## src/design/assert_macros.svh

```systemverilog
// ----------------------------------------------------------------------------
// assert_macros.svh
// Shared assertion macros, sampled on i_clk and quiet while i_rst_n is low.
// ----------------------------------------------------------------------------
`ifndef ASSERT_MACROS_SVH
`define ASSERT_MACROS_SVH

// Property that must hold at every sampled edge outside reset
`define SPS_ASSERT(lbl, prop, msg) \
    lbl: assert property (@(posedge i_clk) disable iff (!i_rst_n) (prop)) \
        else $error(msg);

// Antecedent at one edge implies the consequent at the next edge
`define SPS_ASSERT_NEXT(lbl, ante, cons, msg) \
    lbl: assert property (@(posedge i_clk) disable iff (!i_rst_n) \
        (ante) |=> (cons)) else $error(msg);

`endif

```

## src/design/sps_pkg.sv

```systemverilog
`timescale 1ns / 1ps
`default_nettype none
// ----------------------------------------------------------------------------
// sps_pkg
// Types and constants shared by the sorted priority stack modules.
// ----------------------------------------------------------------------------
package sps_pkg;

    // Storage geometry
    localparam int CAPACITY   = 16;
    localparam int ELEM_WIDTH = 32;
    localparam int PRIO_WIDTH = 8;
    localparam int CNT_W      = $clog2(CAPACITY + 1);

    // Fixed field widths of the request channels
    localparam int CMD_W       = 2;
    localparam int IN_ELEM_W   = 32;
    localparam int IN_PRIO_W   = 8;
    localparam int OUT_CNT_W   = 5;
    localparam int ERR_W       = 2;

    // Operation codes
    localparam logic [CMD_W-1:0] CMD_PUSH  = 2'd0;
    localparam logic [CMD_W-1:0] CMD_POP   = 2'd1;
    localparam logic [CMD_W-1:0] CMD_CLEAR = 2'd2;

    // Error codes
    localparam logic [ERR_W-1:0] ERR_OK    = 2'd0;
    localparam logic [ERR_W-1:0] ERR_EMPTY = 2'd1;
    localparam logic [ERR_W-1:0] ERR_FULL  = 2'd2;

    typedef struct packed {
        logic [CMD_W-1:0]     cmd;
        logic [IN_ELEM_W-1:0] elem;
        logic [IN_PRIO_W-1:0] priority_req;
    } t_in_req;

    typedef struct packed {
        logic [IN_ELEM_W-1:0] top_elem;
        logic [IN_PRIO_W-1:0] top_priority;
        logic [OUT_CNT_W-1:0] entry_count;
        logic                 is_empty;
        logic [ERR_W-1:0]     error;
    } t_out_req;

    // Controller states
    typedef enum logic {
        ST_IDLE,
        ST_EXEC
    } t_state;

    // Controller to datapath commands
    typedef struct packed {
        logic load;    // capture the incoming request
        logic commit;  // apply the operation and register the result
    } t_dp_cmd;

endpackage

`default_nettype wire

```

## src/design/sps_ctrl.sv

```systemverilog
`timescale 1ns / 1ps
`default_nettype none
`include "assert_macros.svh"
// ----------------------------------------------------------------------------
// sps_ctrl
// Two-state sequencer: takes a request, then commits it once the output
// register is free. Owns the output valid flag.
// ----------------------------------------------------------------------------
module sps_ctrl (
    input  wire logic            i_clk,
    input  wire logic            i_rst_n,
    input  wire logic            i_in_valid,
    output logic                 o_in_stall,
    output logic                 o_out_valid,
    input  wire logic            i_out_stall,
    output sps_pkg::t_dp_cmd     o_cmd
);
    import sps_pkg::*;

    t_state r_state, n_state;
    logic   r_out_valid, n_out_valid;
    logic   out_free;

    // Output slot is free when empty or being taken this cycle
    assign out_free = !r_out_valid || !i_out_stall;

    // Next state
    always_comb begin
        n_state = r_state;
        case (r_state)
            ST_IDLE: begin
                if (i_in_valid) n_state = ST_EXEC;
            end
            ST_EXEC: begin
                if (out_free) n_state = ST_IDLE;
            end
            default: n_state = ST_IDLE;
        endcase
    end

    // Outputs
    always_comb begin
        o_cmd      = '0;
        o_in_stall = 1'b1;
        case (r_state)
            ST_IDLE: begin
                o_in_stall = 1'b0;
                o_cmd.load = i_in_valid;
            end
            ST_EXEC: begin
                o_cmd.commit = out_free;
            end
            default: begin
                o_in_stall = 1'b1;
            end
        endcase
    end

    // Output valid: set by a commit, cleared when the request is taken
    always_comb begin
        if (o_cmd.commit) begin
            n_out_valid = 1'b1;
        end else if (!i_out_stall) begin
            n_out_valid = 1'b0;
        end else begin
            n_out_valid = r_out_valid;
        end
    end

    always_ff @(posedge i_clk) begin
        if (!i_rst_n) begin
            r_state     <= ST_IDLE;
            r_out_valid <= 1'b0;
        end else begin
            r_state     <= n_state;
            r_out_valid <= n_out_valid;
        end
    end

    assign o_out_valid = r_out_valid;

    // Assertions
    `SPS_ASSERT_NEXT(a_load_to_exec, o_cmd.load, r_state == ST_EXEC,
        "accepted request did not start execution")
    `SPS_ASSERT(a_no_overwrite, !(o_cmd.commit && r_out_valid && i_out_stall),
        "commit would overwrite a stalled result")
    `SPS_ASSERT_NEXT(a_hold_exec, (r_state == ST_EXEC) && !out_free,
        (r_state == ST_EXEC) && r_out_valid,
        "execution left while output was blocked")

endmodule

`default_nettype wire

```

## src/design/sps_datapath.sv

```systemverilog
`timescale 1ns / 1ps
`default_nettype none
`include "assert_macros.svh"
// ----------------------------------------------------------------------------
// sps_datapath
// Row of storage cells kept sorted by descending priority. Every cell
// compares its priority with the request in parallel; a push shifts the
// lower part down by one, a pop shifts everything up by one.
// ----------------------------------------------------------------------------
module sps_datapath (
    input  wire logic               i_clk,
    input  wire logic               i_rst_n,
    input  wire sps_pkg::t_in_req   i_in_req,
    input  wire sps_pkg::t_dp_cmd   i_cmd,
    output sps_pkg::t_out_req       o_out_req
);
    import sps_pkg::*;

    // Cells, count, captured request, result register
    logic [ELEM_WIDTH-1:0] r_elem [CAPACITY];
    logic [PRIO_WIDTH-1:0] r_prio [CAPACITY];
    logic [ELEM_WIDTH-1:0] n_elem [CAPACITY];
    logic [PRIO_WIDTH-1:0] n_prio [CAPACITY];
    logic [CNT_W-1:0]      r_count, n_count;
    t_in_req               r_op;
    t_out_req              r_res, n_res;

    logic [ELEM_WIDTH-1:0] op_elem;
    logic [PRIO_WIDTH-1:0] op_prio;
    logic                  is_push, is_pop, is_clear;
    logic                  full, empty;
    logic                  do_push, do_pop;
    logic [CAPACITY-1:0]   higher;   // cell holds a strictly higher priority
    logic [CAPACITY-1:0]   at_pos;   // head or cell below a higher one: insert point if not higher

    // Decode the captured request
    assign op_elem  = ELEM_WIDTH'(r_op.elem);
    assign op_prio  = PRIO_WIDTH'(r_op.priority_req);
    assign is_push  = (r_op.cmd == CMD_PUSH);
    assign is_pop   = (r_op.cmd == CMD_POP);
    assign is_clear = (r_op.cmd == CMD_CLEAR);
    assign full     = (r_count == CNT_W'(CAPACITY));
    assign empty    = (r_count == '0);
    assign do_push  = is_push && !full;
    assign do_pop   = is_pop && !empty;

    // Per-cell compare and shift
    for (genvar i = 0; i < CAPACITY; i++) begin : g_cell
        assign higher[i] = (CNT_W'(i) < r_count) && (r_prio[i] > op_prio);

        if (i == 0) begin : g_head
            assign at_pos[i] = 1'b1;
        end else begin : g_body
            assign at_pos[i] = higher[i-1];
        end

        logic [ELEM_WIDTH-1:0] dn_elem, up_elem;
        logic [PRIO_WIDTH-1:0] dn_prio, up_prio;

        // Neighbor above feeds a push shift
        if (i == 0) begin : g_dn_head
            assign dn_elem = op_elem;
            assign dn_prio = op_prio;
        end else begin : g_dn_body
            assign dn_elem = r_elem[i-1];
            assign dn_prio = r_prio[i-1];
        end

        // Neighbor below feeds a pop shift
        if (i == CAPACITY - 1) begin : g_up_tail
            assign up_elem = r_elem[i];
            assign up_prio = r_prio[i];
        end else begin : g_up_body
            assign up_elem = r_elem[i+1];
            assign up_prio = r_prio[i+1];
        end

        always_comb begin
            n_elem[i] = r_elem[i];
            n_prio[i] = r_prio[i];
            if (do_push && !higher[i]) begin
                n_elem[i] = at_pos[i] ? op_elem : dn_elem;
                n_prio[i] = at_pos[i] ? op_prio : dn_prio;
            end else if (do_pop) begin
                n_elem[i] = up_elem;
                n_prio[i] = up_prio;
            end
        end
    end

    // Next count
    always_comb begin
        n_count = r_count;
        if (do_push) begin
            n_count = r_count + CNT_W'(1);
        end else if (do_pop) begin
            n_count = r_count - CNT_W'(1);
        end else if (is_clear) begin
            n_count = '0;
        end
    end

    // Result describes the store after the operation
    always_comb begin
        n_res              = '0;
        n_res.entry_count  = OUT_CNT_W'(n_count);
        n_res.is_empty     = (n_count == '0);
        if (n_count != '0) begin
            n_res.top_elem     = IN_ELEM_W'(n_elem[0]);
            n_res.top_priority = IN_PRIO_W'(n_prio[0]);
        end
        if (is_push && full) begin
            n_res.error = ERR_FULL;
        end else if (is_pop && empty) begin
            n_res.error = ERR_EMPTY;
        end else begin
            n_res.error = ERR_OK;
        end
    end

    // Count is control state
    always_ff @(posedge i_clk) begin
        if (!i_rst_n) begin
            r_count <= '0;
        end else if (i_cmd.commit) begin
            r_count <= n_count;
        end
    end

    // Payload registers
    always_ff @(posedge i_clk) begin
        if (i_cmd.load) begin
            r_op <= i_in_req;
        end
        if (i_cmd.commit) begin
            r_res <= n_res;
            for (int k = 0; k < CAPACITY; k++) begin
                r_elem[k] <= n_elem[k];
                r_prio[k] <= n_prio[k];
            end
        end
    end

    assign o_out_req = r_res;

    // Assertions
    `SPS_ASSERT(a_count_range, r_count <= CNT_W'(CAPACITY),
        "stored count exceeds capacity")
    `SPS_ASSERT_NEXT(a_full_hold, i_cmd.commit && is_push && full,
        $stable(r_count) && (r_res.error == ERR_FULL),
        "push on full store changed the count")
    `SPS_ASSERT_NEXT(a_res_count, i_cmd.commit,
        (r_res.entry_count == OUT_CNT_W'(r_count)) &&
        (r_res.is_empty == (r_count == '0)),
        "result count does not match the store")

endmodule

`default_nettype wire

```

## src/design/sorted_priority_stack.sv

```systemverilog
`timescale 1ns / 1ps
`default_nettype none
// ----------------------------------------------------------------------------
// sorted_priority_stack
// Bounded store of element and priority pairs sorted by descending priority.
// ----------------------------------------------------------------------------
// Usage:
//   Input channel (i_in_valid / o_in_stall / i_in_req) carries one command:
//   push, pop front or clear. Output channel (o_out_valid / i_out_stall /
//   o_out_req) returns one result per request: front element and priority,
//   count, empty flag and error code, all as after the operation.
//   A push goes ahead of every stored pair of lower or equal priority, so
//   equal priorities leave last in, first out. Pop on an empty store and
//   push on a full store flag an error and leave the store untouched.
//   A request accepted in ST_IDLE is captured, then committed in ST_EXEC
//   once the output register is free; its result is valid from then on.
//   No new request is taken before it commits: the capture, then the
//   parallel compare-and-shift of the cell row into the result register.
//   If the receiver stalls, the result holds in the output register; the
//   block still takes the next request but waits to commit it until the
//   output register frees up.
//   Reset clears the count and the handshake state, not the cells or the
//   result register; o_out_req may show old data while not valid.
// ----------------------------------------------------------------------------
module sorted_priority_stack (
    input  wire logic               i_clk,
    input  wire logic               i_rst_n,
    input  wire logic               i_in_valid,
    output logic                    o_in_stall,
    input  wire sps_pkg::t_in_req   i_in_req,
    output logic                    o_out_valid,
    input  wire logic               i_out_stall,
    output sps_pkg::t_out_req       o_out_req
);
    import sps_pkg::*;

    t_dp_cmd dp_cmd;

    // Sequencer
    sps_ctrl u_ctrl (
        .i_clk       (i_clk),
        .i_rst_n     (i_rst_n),
        .i_in_valid  (i_in_valid),
        .o_in_stall  (o_in_stall),
        .o_out_valid (o_out_valid),
        .i_out_stall (i_out_stall),
        .o_cmd       (dp_cmd)
    );

    // Cell row and result register
    sps_datapath u_datapath (
        .i_clk     (i_clk),
        .i_rst_n   (i_rst_n),
        .i_in_req  (i_in_req),
        .i_cmd     (dp_cmd),
        .o_out_req (o_out_req)
    );

endmodule

`default_nettype wire
```

## config.mk

```make
export PLATFORM = sky130hd
export DESIGN_NAME = sorted_priority_stack
export DESIGN_NICKNAME = d
export VERILOG_FILES = /design/src/design/sps_pkg.sv /design/src/design/sps_ctrl.sv /design/src/design/sps_datapath.sv /design/src/design/sorted_priority_stack.sv
export VERILOG_INCLUDE_DIRS = /design/src /design/src/design
export SDC_FILE = /design/constraint.sdc
export NUM_CORES = 2
export LEC_CHECK = 0
export ABC_AREA = 1
export BUFFER_PORTS_ARGS = -buffer_cell sky130_fd_sc_hd__buf_2
export CAP_MARGIN = 20
export CORE_UTILIZATION = 50
export CTS_CLUSTER_SIZE = 10
export DETAILED_ROUTE_END_ITERATION = 6
export PLACE_DENSITY = 0.77
export SLEW_MARGIN = 20
export SYNTH_ARGS = -nofsm -noshare
export SYNTH_HDL_FRONTEND = slang
export SYNTH_SLANG_ARGS = --single-unit
export TNS_END_PERCENT = 5
```

## constraint.sdc

```tcl
create_clock -name i_clk -period 5.3 [get_ports i_clk]
set_input_delay 0.265 -clock i_clk [delete_from_list [all_inputs] [get_ports i_clk]]
set_output_delay 0.265 -clock i_clk [all_outputs]
set_load 0.02 [all_outputs]
```

==> qor.csv <==
metric,value,unit
most common cell in the netlist,nand2_1,
capturing element type of the critical path,flip-flop,
clock transition at the registers of the reported paths,0.06,ns
fraction of power spent switching nets,27.9,%
Int Power,0.0103,W
RSZ-0062 raised after global routing,false,
setup clock skew after layout,0.0235,ns
CP startpoint kind,flip-flop,
static leakage power,22.1,nW
critical path's largest stage delay,0.82,ns
antenna violations before repair,1,
slew at the pin closest to its max-slew limit,1.13,ns
later-pin clock latency in the skew report,0.67,ns
Async SR Flop Fraction,0,%
starting utilization of the core area,50.6,%
violated checks,design-rule violations,
number of max-slew violations in the final report,0,
top_reg_cell synth,edfxtp_1,
post-synthesis sequential element count,737,
TritonCTS clock tree,built,
detail-routed net length per standard cell,20.6,um
final core utilization,55.6,%
sequential power share,49.2,%
"Net Count, Synth",5643,
total half-perimeter wirelength after legalization and detailed placement,90300,um
ordered cell list for the critical path,"buf_4, inv_1, ha_1, nand3_1, o21ai_0, inv_2, nand2_1, nand2_1, inv_2, nand2_1, nand2_1",
PortBufs,95,
number of antenna-violating nets in the routed design,0,
Logic pwr share,13.0,%
WP data required,5.70,ns
total number of vias,37900,
max cap viols,0,
"Buf+Inv Stages, Crit Path",4,
share of final-layout standard cells stronger than drive strength 1,6.45,%
clk root buf,clkbuf_16,
net total in the final layout,5611,
relative slew slack,24.4,%
worst-path cell with the longest stage delay,inv_1,
"Setup violations, final",0,
overall overflow remaining after global route,0,
status,"finished, violations left",
data arrival time of the critical path,4.59,ns
number of filler instances in the final layout,7644,
Die ar.,85900,um^2
detailed-router iteration count before antenna repair,7,
Setup Total Neg Slack,0,ns
final clock period utilization by the worst path,79.0,%
num ports,96,
total chip power,0.0142,W
die width,293,um
number of buffers created by CTS,86,
DRC violation count after routing,3,
Std-Cell Core Area,83800,um^2
net switching power figure,0.00397,W
critical path's most frequent cell,nand2_1,
global-route total usage across every layer,31.1,%
cell family contributing the most delay on the critical path,buffers and inverters,
maximum fanout encountered on the critical timing path,41,
synth top area cells,"edfxtp_1 52%, nand2_1 28%, nand3_1 7.0%",
yosys synthesis warning count,0,
Hold Worst Slack,0.108,ns
kind of path behind the tightest hold check,input pin to flip-flop,
cell taking the most area after synthesis,edfxtp_1,
maximum buffer depth of the clock tree,3,
post-layout minimum cycle time,4.19,ns
area share of the leading cell type in the synthesized netlist,51.7,%
number of flops mapped to enable cells by yosys,730,
Final Routed Wirelength,136000,um
cell count after synthesis,5465,
buffer count from post-CTS setup fixing,0,
global-route wire length before repair,208000,um
number of violations reported at the end of detailed-routing iteration 0,5461,
global placement routability congestion,0.938,
Sink Count,737,
post-cts gate resize count,0,
"Hold-fix buffers, CTS",45,
most used standard cells in the synthesized netlist,"3132 x nand2_1, 730 x edfxtp_1, 592 x nand3_1",
CTS H-tree depth,3,
Synth cell types,39,
Post-Synthesis Cell Area,42400,um^2
pin count of the biggest net entering global routing,81,
sequential cell area fraction in the yosys report,52.1,%
Synth Area per Inst,7.75,um^2
Die Span Y,293,um
Synth-to-Final Area Change,9.97,%
power density over the cells,305,nW/um^2
max frequency,0.239,GHz
startpoint-to-endpoint class of the critical path,flip-flop to flip-flop,
number of vias per cell,5.75,
VDD IR max,228,uV
standard-cell rows,106,
number of global-route vias before repair,35000,
endpoints failing hold,0,
share of total power in the clock network,37.8,%
-- layout make-up --
class	instances	area [um^2]	share of cell area [%]
Sequential cell	737	22100	47.3
Multi-Input combinational cell	4176	18200	39.1
Clock buffer	103	2280	4.89
Timing Repair Buffer	238	1740	3.74
Tap cell	1134	1420	3.04
Inverter	194	733	1.57
Clock inverter	12	121	0.260
Antenna cell	1	2.50	0.00537
-- power groups by stage --
stage	Sequential, W	Combinational [W]	Clock [W]
CTS	0.00698	0.00181	0.00540
global route	0.00701	0.00205	0.00559
floorplan	0.00700	0.00124	0
detailed placement	0.00709	0.00178	0
finish	0.00700	0.00185	0.00537
global placement	0.00709	0.00173	0
-- cell usage in the layout, fill, tap and decap left out, types with 2 or more instances in the layout --
master / count
o22ai_1: 4
clkbuf_16: 88
a21oi_1: 56
dfxtp_1: 7
o21ai_0: 101
nand4_1: 4
nand2_1: 3129
a21oi_2: 3
a31oi_4: 3
o21ai_1: 3
buf_12: 6
inv_4: 2
clkinv_1: 4
clkbuf_8: 2
dlygate4sd3_1: 45
clkinv_2: 2
inv_1: 173
nor2_1: 92
nand2_2: 5
a31oi_1: 4
a21oi_4: 15
buf_4: 91
inv_16: 2
inv_6: 3
nand3_1: 592
edfxtp_1: 730
buf_2: 95
nor2_4: 3
inv_2: 19
clkbuf_1: 13
o21a_1: 14
nand2_4: 2
ha_1: 132
o21ai_2: 2
-- final timing paths --
check        slack (ns)                                 end  cells after the start                                 startpoint
min                0.11           u_ctrl.r_state$_SDFF_PN0_                      3                                    i_rst_n
max reg2reg        1.11  u_datapath.r_elem[9][20]$_DFFE_PP_                     11  u_datapath.g_cell[0].dn_prio[1]$_DFFE_PP_
min reg2reg        0.54   u_datapath.r_elem[8][5]$_DFFE_PP_                      2          u_datapath.r_elem[9][5]$_DFFE_PP_
max                1.11  u_datapath.r_elem[9][20]$_DFFE_PP_                     11  u_datapath.g_cell[0].dn_prio[1]$_DFFE_PP_
-- sequential cells by signal (all words and copies together), names as in the netlist --
register / count
u_ctrl.o_out_valid: 1
u_ctrl.r_state: 1
u_datapath.g_cell.dn_elem: 32
u_datapath.g_cell.dn_prio: 8
u_datapath.o_out_req: 48
u_datapath.r_count: 5
u_datapath.r_elem: 512
u_datapath.r_op: 2
u_datapath.r_prio: 128
-- through the flow --
stage	instances	area (um^2)	setup slack [ns]
after floorplan	5465	42400	0.274
after global placement	6433	43700	1.45
after detailed placement	6434	43800	1.26
after CTS	6594	46600	1.25
after global routing	6594	46600	0.924
final	6595	46600	1.11
-- tightest hold or removal path: cells and delay by family --
kind | cells | cell delay [ns]
compound gates | 1 | 0.07
simple gates | 1 | 0.26
buf+inv | 1 | 0.11
-- layer usage --
metal / global-route usage, % / routed length, um
met5: 0 / 0
met4: 9.07 / 3670
met3: 7.63 / 20700
met2: 45.8 / 57100
met1: 45.4 / 54500
-- cell families (layout without fill, tap and decap cells) --
kind of cell,count (synthesis),in the layout,share of synthesized area (%)
buffers and inverters,552,547,5.42
flip-flops,737,737,52.1
AO/OA/AOI/OAI,209,209,2.69
XOR/XNOR,1,1,0.0207
adder cells (fa/ha/maj),132,132,3.90
other,0,1,0
AND/OR/NAND/NOR,3834,3834,35.9
No activity file was read; power rests on OpenSTA's default activity.
